[src/hw/rtl/wspf_pkg.sv]
// ----------------------------------------------------------------------------
// wspf_pkg
// Shared constants, codes and control structs of the windowed score peak finder.
// ----------------------------------------------------------------------------
package wspf_pkg;

  localparam int WINDOW  = 27;
  localparam int ROWS    = 512;

  localparam int SCORE_W = 16;
  localparam int KIND_W  = 2;
  localparam int START_W = 9;
  localparam int TOTAL_W = 21;

  // running sum holds up to WINDOW full-scale scores
  localparam int SUM_W   = $clog2(WINDOW * (2 ** SCORE_W - 1) + 1);
  // row counter must reach ROWS and compare against WINDOW-1
  localparam int ROW_W   = $clog2(((ROWS > WINDOW) ? ROWS : WINDOW) + 1);

  localparam int IN_DATA_W  = 2 * SCORE_W;
  localparam int OUT_BITS   = KIND_W + START_W + TOTAL_W;
  localparam int OUT_DATA_W = ((OUT_BITS + 7) / 8) * 8;

  typedef logic [KIND_W-1:0] kind_t;

  localparam kind_t KIND_NONE = 2'd0;
  localparam kind_t KIND_A    = 2'd1;
  localparam kind_t KIND_B    = 2'd2;

  // per-row control to each lane
  typedef struct packed {
    logic take;   // row is counted: shift ring, update sum, capture window sum
    logic full;   // a whole window is present after this row
    logic clear;  // frame end: sum restarts at zero
  } lane_ctl_t;

  // per-row control from the lane stage to the merge stage
  typedef struct packed {
    logic             check;  // window sums of this row compete for best
    logic             last;   // report and clear after this row
    logic [ROW_W-1:0] start;  // first row of this window
  } merge_ctl_t;

endpackage

[src/hw/rtl/wspf_lane.sv]
// ----------------------------------------------------------------------------
// wspf_lane
// One score stream: delay line of WINDOW rows, running box sum and the
// registered window sum of the latest counted row.
// ----------------------------------------------------------------------------
module wspf_lane (
  input  logic                               clk,
  input  logic                               rst_n,
  input  wspf_pkg::lane_ctl_t                ctl,
  input  logic [wspf_pkg::SCORE_W-1:0]       score,
  output logic [wspf_pkg::SUM_W-1:0]         win_r
);

  logic [wspf_pkg::SCORE_W-1:0] taps_r   [wspf_pkg::WINDOW];
  logic [wspf_pkg::SCORE_W-1:0] taps_nxt [wspf_pkg::WINDOW];
  logic [wspf_pkg::SUM_W-1:0]   sum_r;
  logic [wspf_pkg::SUM_W-1:0]   sum_nxt;
  logic [wspf_pkg::SUM_W-1:0]   win_nxt;
  logic [wspf_pkg::SCORE_W-1:0] oldest;

  always_comb begin
    taps_nxt[0] = score;
    for (int i = 1; i < wspf_pkg::WINDOW; i++) begin
      taps_nxt[i] = taps_r[i-1];
    end
  end

  // first row of the current window, dropped once it has been scored
  assign oldest  = taps_nxt[wspf_pkg::WINDOW-1];
  assign win_nxt = sum_r + wspf_pkg::SUM_W'(score);

  always_comb begin
    sum_nxt = sum_r;
    if (ctl.clear) begin
      sum_nxt = '0;
    end else if (ctl.take) begin
      if (ctl.full) begin
        sum_nxt = win_nxt - wspf_pkg::SUM_W'(oldest);
      end else begin
        sum_nxt = win_nxt;
      end
    end
  end

  always_ff @(posedge clk) begin
    if (!rst_n) begin
      sum_r <= '0;
    end else begin
      sum_r <= sum_nxt;
    end
  end

  always_ff @(posedge clk) begin
    if (ctl.take) begin
      taps_r <= taps_nxt;
      win_r  <= win_nxt;
    end
  end

endmodule

[src/hw/rtl/wspf_merge.sv]
// ----------------------------------------------------------------------------
// wspf_merge
// Combines the lane window sums into the frame best (A first, then B) and
// holds the frame report in the output register.
// ----------------------------------------------------------------------------
module wspf_merge (
  input  logic                            clk,
  input  logic                            rst_n,
  input  logic                            s1_valid,
  input  wspf_pkg::merge_ctl_t            s1_ctl,
  input  logic [wspf_pkg::SUM_W-1:0]      win_a,
  input  logic [wspf_pkg::SUM_W-1:0]      win_b,
  output logic                            consume,
  output logic                            out_valid_r,
  input  logic                            out_ready,
  output wspf_pkg::kind_t                 out_kind_r,
  output logic [wspf_pkg::START_W-1:0]    out_start_r,
  output logic [wspf_pkg::TOTAL_W-1:0]    out_total_r
);

  wspf_pkg::kind_t                top_kind_r,  top_kind_nxt;
  logic [wspf_pkg::ROW_W-1:0]     top_start_r, top_start_nxt;
  logic [wspf_pkg::SUM_W-1:0]     top_total_r, top_total_nxt;
  wspf_pkg::kind_t                mid_kind,    cand_kind;
  logic [wspf_pkg::ROW_W-1:0]     mid_start,   cand_start;
  logic [wspf_pkg::SUM_W-1:0]     mid_total,   cand_total;
  logic                           out_valid_nxt;

  // a report waits only when the output slot is still occupied
  assign consume = s1_valid && (!s1_ctl.last || !out_valid_r || out_ready);

  always_comb begin
    mid_kind  = top_kind_r;
    mid_start = top_start_r;
    mid_total = top_total_r;
    if (s1_ctl.check && (win_a > top_total_r)) begin
      mid_kind  = wspf_pkg::KIND_A;
      mid_start = s1_ctl.start;
      mid_total = win_a;
    end
    cand_kind  = mid_kind;
    cand_start = mid_start;
    cand_total = mid_total;
    // B is tested against the best already updated by A
    if (s1_ctl.check && (win_b > mid_total)) begin
      cand_kind  = wspf_pkg::KIND_B;
      cand_start = s1_ctl.start;
      cand_total = win_b;
    end
  end

  always_comb begin
    top_kind_nxt  = top_kind_r;
    top_start_nxt = top_start_r;
    top_total_nxt = top_total_r;
    if (consume) begin
      if (s1_ctl.last) begin
        top_kind_nxt  = wspf_pkg::KIND_NONE;
        top_start_nxt = '0;
        top_total_nxt = '0;
      end else begin
        top_kind_nxt  = cand_kind;
        top_start_nxt = cand_start;
        top_total_nxt = cand_total;
      end
    end
  end

  always_comb begin
    out_valid_nxt = out_valid_r;
    if (consume && s1_ctl.last) begin
      out_valid_nxt = 1'b1;
    end else if (out_ready) begin
      out_valid_nxt = 1'b0;
    end
  end

  always_ff @(posedge clk) begin
    if (!rst_n) begin
      top_kind_r  <= wspf_pkg::KIND_NONE;
      top_start_r <= '0;
      top_total_r <= '0;
      out_valid_r <= 1'b0;
    end else begin
      top_kind_r  <= top_kind_nxt;
      top_start_r <= top_start_nxt;
      top_total_r <= top_total_nxt;
      out_valid_r <= out_valid_nxt;
    end
  end

  always_ff @(posedge clk) begin
    if (consume && s1_ctl.last) begin
      out_kind_r  <= cand_kind;
      out_start_r <= cand_start[wspf_pkg::START_W-1:0];
      out_total_r <= cand_total[wspf_pkg::TOTAL_W-1:0];
    end
  end

endmodule

[src/hw/rtl/windowed_score_peak_finder.sv]
// ----------------------------------------------------------------------------
// windowed_score_peak_finder
// Box sums of two score streams over the last WINDOW rows, best window per frame.
// ----------------------------------------------------------------------------
// Throughput: one row word per cycle, sustained, as long as reports are taken.
// A report follows the accepted frame_end word through the lane stage, then the
//   merge stage into the output register.
// A frame_end word that finds the report slot still full holds the input
//   until out_tready rises.
// Reset clears counters, sums, best and valids; the delay lines are not reset.
// ----------------------------------------------------------------------------
module windowed_score_peak_finder (
  input  logic                                clk,
  input  logic                                rst_n,
  input  logic                                in_tvalid,
  output logic                                in_tready,
  input  logic [wspf_pkg::IN_DATA_W-1:0]      in_tdata,   // score_a, score_b
  input  logic                                in_tlast,   // frame_end
  output logic                                out_tvalid,
  input  logic                                out_tready,
  output logic [wspf_pkg::OUT_DATA_W-1:0]     out_tdata   // best_kind, best_start, best_total
);

  logic                              accept;
  logic                              take;
  logic                              full;
  logic [wspf_pkg::ROW_W-1:0]        row_count_r, row_count_nxt;
  logic                              s1_valid_r, s1_valid_nxt;
  wspf_pkg::merge_ctl_t              s1_ctl_r, s1_ctl_nxt;
  wspf_pkg::lane_ctl_t               lane_ctl;
  logic [wspf_pkg::SCORE_W-1:0]      score_a;
  logic [wspf_pkg::SCORE_W-1:0]      score_b;
  logic [wspf_pkg::SUM_W-1:0]        win_a;
  logic [wspf_pkg::SUM_W-1:0]        win_b;
  logic                              consume;
  wspf_pkg::kind_t                   best_kind;
  logic [wspf_pkg::START_W-1:0]      best_start;
  logic [wspf_pkg::TOTAL_W-1:0]      best_total;

  assign score_a = in_tdata[wspf_pkg::SCORE_W-1:0];
  assign score_b = in_tdata[2*wspf_pkg::SCORE_W-1:wspf_pkg::SCORE_W];

  assign in_tready = !s1_valid_r || consume;
  assign accept    = in_tvalid && in_tready;
  // rows past ROWS are dropped, frame_end still counts
  assign take      = accept && (row_count_r < wspf_pkg::ROW_W'(wspf_pkg::ROWS));
  assign full      = row_count_r >= wspf_pkg::ROW_W'(wspf_pkg::WINDOW - 1);

  assign lane_ctl.take  = take;
  assign lane_ctl.full  = full;
  assign lane_ctl.clear = accept && in_tlast;

  always_comb begin
    row_count_nxt = row_count_r;
    if (accept && in_tlast) begin
      row_count_nxt = '0;
    end else if (take) begin
      row_count_nxt = row_count_r + wspf_pkg::ROW_W'(1);
    end
  end

  always_comb begin
    s1_valid_nxt = s1_valid_r;
    s1_ctl_nxt   = s1_ctl_r;
    if (accept) begin
      s1_valid_nxt     = 1'b1;
      s1_ctl_nxt.check = take && full;
      s1_ctl_nxt.last  = in_tlast;
      s1_ctl_nxt.start = row_count_r - wspf_pkg::ROW_W'(wspf_pkg::WINDOW - 1);
    end else if (consume) begin
      s1_valid_nxt = 1'b0;
    end
  end

  always_ff @(posedge clk) begin
    if (!rst_n) begin
      row_count_r <= '0;
      s1_valid_r  <= 1'b0;
    end else begin
      row_count_r <= row_count_nxt;
      s1_valid_r  <= s1_valid_nxt;
    end
  end

  always_ff @(posedge clk) begin
    s1_ctl_r <= s1_ctl_nxt;
  end

  wspf_lane u_lane_a (
    .clk   (clk),
    .rst_n (rst_n),
    .ctl   (lane_ctl),
    .score (score_a),
    .win_r (win_a)
  );

  wspf_lane u_lane_b (
    .clk   (clk),
    .rst_n (rst_n),
    .ctl   (lane_ctl),
    .score (score_b),
    .win_r (win_b)
  );

  wspf_merge u_merge (
    .clk         (clk),
    .rst_n       (rst_n),
    .s1_valid    (s1_valid_r),
    .s1_ctl      (s1_ctl_r),
    .win_a       (win_a),
    .win_b       (win_b),
    .consume     (consume),
    .out_valid_r (out_tvalid),
    .out_ready   (out_tready),
    .out_kind_r  (best_kind),
    .out_start_r (best_start),
    .out_total_r (best_total)
  );

  assign out_tdata = wspf_pkg::OUT_DATA_W'({best_total, best_start, best_kind});

  // an empty report carries no window
  a_none_is_empty: assert property (@(posedge clk) disable iff (!rst_n)
    out_tvalid && (best_kind == wspf_pkg::KIND_NONE) |-> (best_total == '0) && (best_start == '0))
    else $error("kind none with nonzero start or total");

  // a winning window beat zero
  a_win_nonzero: assert property (@(posedge clk) disable iff (!rst_n)
    out_tvalid && (best_kind != wspf_pkg::KIND_NONE) |-> (best_total != '0))
    else $error("winning window with zero total");

  // row counter saturates at ROWS
  a_row_bound: assert property (@(posedge clk) disable iff (!rst_n)
    row_count_r <= wspf_pkg::ROW_W'(wspf_pkg::ROWS))
    else $error("row counter past ROWS");

  // a frame end taken into an empty pipe with a free output is consumed by the merge stage, then reported
  a_report: assert property (@(posedge clk) disable iff (!rst_n)
    accept && in_tlast && !out_tvalid && !s1_valid_r |=> consume ##1 out_tvalid)
    else $error("frame end without report");

endmodule

[config.mk]
export PLATFORM = sky130hd
export DESIGN_NAME = windowed_score_peak_finder
export DESIGN_NICKNAME = d
export VERILOG_FILES = /design/src/hw/rtl/wspf_pkg.sv /design/src/hw/rtl/wspf_lane.sv /design/src/hw/rtl/wspf_merge.sv /design/src/hw/rtl/windowed_score_peak_finder.sv
export SDC_FILE = /design/constraint.sdc
export NUM_CORES = 1
export LEC_CHECK = 0
export ABC_CLOCK_PERIOD_IN_PS = 86300
export BUFFER_PORTS_ARGS = -buffer_cell sky130_fd_sc_hd__buf_4
export CORE_MARGIN = 2
export CORE_UTILIZATION = 30
export CTS_BUF_LIST = sky130_fd_sc_hd__clkbuf_8
export DETAILED_ROUTE_END_ITERATION = 16
export PLACE_DENSITY_LB_ADDON = 0.3
export SLEW_MARGIN = 10
export SYNTH_ARGS = -nofsm -noshare
export SYNTH_HDL_FRONTEND = slang
export SYNTH_SLANG_ARGS = --single-unit
export TNS_END_PERCENT = 5
[constraint.sdc]
create_clock -name clk -period 86.3 [get_ports clk]
set_input_delay 21.575 -clock clk [delete_from_list [all_inputs] [get_ports clk]]
set_output_delay 21.575 -clock clk [all_outputs]
set_load 0.005 [all_outputs]
==> impl_metrics.json <==
{
  "drtAntennaViolNets": 0,
  "crit_fanout": 3,
  "first_pass_iters": 5,
  "hpwlAfterDp_mm": 37.0,
  "worst_hold_path_type": "reg2reg",
  "whs_ns": 0.390,
  "grt_max_degree": 218,
  "postCtsSetupBuffers": 0,
  "required_ns": 64.73,
  "worstHoldStart": "u_lane_a.taps_nxt[107]",
  "nFillCells": 11300,
  "cts_tree": "done",
  "drt_iter0_drc": 1143,
  "ff_latch_area_mm2": 0.0293,
  "synth_top_family_by_area": "compound AO/OA/AOI/OAI gates",
  "synth_simple_gate_area_share_pct": 3.61,
  "pwr_density_cell_mw_per_mm2": 24.8,
  "ir_worst_vdd_v": 0.0000132,
  "die_width_um": 351,
  "synth_area_leaders": "edfxtp_1, dfxtp_1, ha_1",
  "remaining_drc_errors": 0,
  "clk_pin_slew_worst_paths_ns": 0.06,
  "setup_viol": 0,
  "synth_fp_nets": 2149,
  "p_clk_share_pct": 36.7,
  "fin_util_pct": 34.8,
  "rsz0062_at_grt": "no",
  "p_int_mw": 0.786,
  "p_seq_share_pct": 55.6,
  "timing.rr.end": "u_merge.top_total_r[7]",
  "seq_area_frac_synth_pct": 81.1,
  "ys_types": 66,
  "yosys_warnings": 0,
  "avgSynthCellArea_um2": 18.1,
  "synth-xor-area-share_pct": 1.87,
  "synthMuxAreaShare_pct": 1.60,
  "cts-root-buf": "clkbuf_8",
  "grt_pass1_wl_mm": 95.6,
  "swShare_pct": 23.9,
  "gp_congestion": 0.831,
  "crit_path_start_kind": "primary input",
  "maxCapViolCount": 0,
  "synth_cells": 1998,
  "path_class": "in2out",
  "yosysTopAreaCell": "edfxtp_1",
  "leakage_nw": 14.8,
  "holdBufCountCts": 0,
  "skew_ns": 0.0517,
  "hold_viol_final": 0,
  "worstHoldPathCells": 0,
  "coreArea_mm2": 0.120,
  "syn_area_mm2": 0.0361,
  "overflow": 0,
  "syn_to_final_growth_pct": 15.5,
  "cts.sinks": 1003,
  "initial_core_util_pct": 30.2,
  "async_reset_ff_share_pct": 0,
  "rows": 127,
  "final_common_cell": "edfxtp_1",
  "design_area_mm2": 0.0417,
  "synth-compound-area-share_pct": 6.32,
  "antenna_found_initial": 3,
  "wirelength_mm": 61.4,
  "hold-path-endpoint": "u_lane_a.taps_nxt[91]",
  "drive_gt1_share_pct": 13.9,
  "cp-end-kind": "output port",
  "port_buffers": 70,
  "post_dp_cell_area_mm2": 0.0386,
  "reg2reg_depth": 18,
  "min_period_ns": 43.72,
  "synth_ff_type": "edfxtp_1",
  "p_comb_share_pct": 7.8,
  "synth.top_cell.area_share_pct": 76.3,
  "fin_crit_sh_pct": 50.7,
  "routedWlPerCell_um": 15.5,
  "numCtsBuffers": 162,
  "r2r_slack_ns": 80.20,
  "maxSlewViolCount": 0,
  "tightestPinTransition_ns": 1.22,
  "multiInputGateArea_mm2": 0.00630,
  "synth-edff-count": 917,
  "r2r_start": "u_lane_a.win_r[14]",
  "mostFrequentLayoutCells": "edfxtp_1, clkbuf_8, inv_1",
  "insertion_delay_ns": 0.81,
  "switchingPower_mw": 0.247,
  "max_freq_ghz": 0.0229,
  "synth-adder-area-share_pct": 4.04,
  "ioPinCount": 71,
  "first_global_vias": 17300,
  "h-tree-depth": 4,
  "cp_data_arrival_time_ns": 22.15,
  "ys_ff_latch": 1003,
  "relSlewSlack_pct": 18.8,
  "stdcell_count": 3958,
  "ctsResizeCount": 0,
  "status": "finished, final reports clean",
  "viasPerCell": 4.32,
  "via_count": 17100,
  "clock_path_buffers": 3,
  "finalSetupTns_ns": 0,
  "dp_cells": 3658,
  "die_area_mm2": 0.123,
  "die_h_um": 351,
  "grt_util_all_layers_pct": 9.96,
  "fin_nets": 2361
}
-- worst max-delay path, cell delays in order --
cell     delay, ns
buf_4         0.11
nor2b_1       0.18
nand3_1       0.13
buf_4         0.16
-- synth_stat cells, types with 14 or more instances --
cell / instances
a211oi_1: 24
a21o_1: 36
a21oi_1: 85
a22oi_1: 23
and3_1: 14
clkbuf_1: 29
dfxtp_1: 86
edfxtp_1: 917
ha_1: 110
inv_1: 103
mux2i_1: 44
nand2_1: 64
nand3_1: 18
nor2_1: 83
nor3_1: 21
o21ai_0: 77
xnor2_1: 48
xor2_1: 29
-- cell type report --
| class | instances | area share [%] |
|---|---|---|
| Inverter | 104 | 0.955 |
| Timing Repair Buffer | 84 | 1.60 |
| Sequential cell | 1003 | 70.2 |
| Clock inverter | 126 | 1.71 |
| Tap cell | 1612 | 4.84 |
| Multi-Input combinational cell | 855 | 15.1 |
| Clock buffer | 167 | 5.52 |
| Antenna cell | 7 | 0.0420 |
-- state kept, by name, summed over array words and instances, names as in the netlist --
signal               cells
u_lane_b.oldest         16
u_merge.out_total_r     21
s1_ctl_r                11
u_lane_a.sum_r          21
u_lane_a.taps_nxt      400
u_merge.out_valid_r      1
u_merge.out_kind_r       2
s1_valid_r               1
u_lane_b.sum_r          21
row_count_r             10
u_merge.out_start_r      9
u_merge.top_total_r     21
u_merge.top_kind_r       2
u_lane_a.win_r          21
u_merge.top_start_r      9
u_lane_b.win_r          21
u_lane_b.taps_nxt      400
u_lane_a.oldest         16
-- how the worst max path moves through the flow --
stage / slack [ns] / startpoint / cells after the start / endpoint
2_1_floorplan: 37.89 / out_tready / 7 / u_lane_a.sum_r[1]
3_3_place_gp: 42.52 / out_tready / 4 / in_tready
3_5_place_dp: 42.58 / out_tready / 4 / in_tready
4_1_cts: 42.58 / out_tready / 4 / in_tready
5_1_grt: 42.55 / out_tready / 4 / in_tready
6_report: 42.58 / out_tready / 4 / in_tready
-- through the flow --
| stage | setup WS (ns) | power [mW] |
|---|---|---|
| 2_1_floorplan | 37.89 | 0.659 |
| 3_3_place_gp | 42.52 | 0.660 |
| 3_5_place_dp | 42.58 | 0.664 |
| 4_1_cts | 42.58 | 1.05 |
| 5_1_grt | 42.55 | 1.09 |
| 6_report | 42.58 | 1.03 |
-- power by group through the flow --
| stage | Sequential [mW] | Combinational (mW) | Clock [mW] |
|---|---|---|---|
| finish | 0.574 | 0.0802 | 0.379 |
| global route | 0.576 | 0.0904 | 0.418 |
| CTS | 0.574 | 0.0805 | 0.399 |
| detailed placement | 0.584 | 0.0798 | 0 |
| global placement | 0.583 | 0.0774 | 0 |
| floorplan | 0.601 | 0.0584 | 0 |
-- cell families (layout without fill, tap and decap cells) --
kind of cell,after synthesis,in the layout
adder cells (fa/ha/maj),114,114
AND/OR/NAND/NOR,267,267
other,0,7
AO/OA/AOI/OAI,341,341
XOR/XNOR,77,77
flip-flops,1003,1003
multiplexers,56,56
buffers and inverters,140,481
-- per-layer routing --
metal  vias to the layer above  global-route usage [%]  routed length [um]
li1                       8148                       -                   -
met4                         0                    4.55                1300
met2                       386                    14.7               27600
met5                         -                       0                   0
met1                      8439                    13.7               29800
met3                       121                    2.58                2750
No activity file was read; power rests on OpenSTA's default activity.
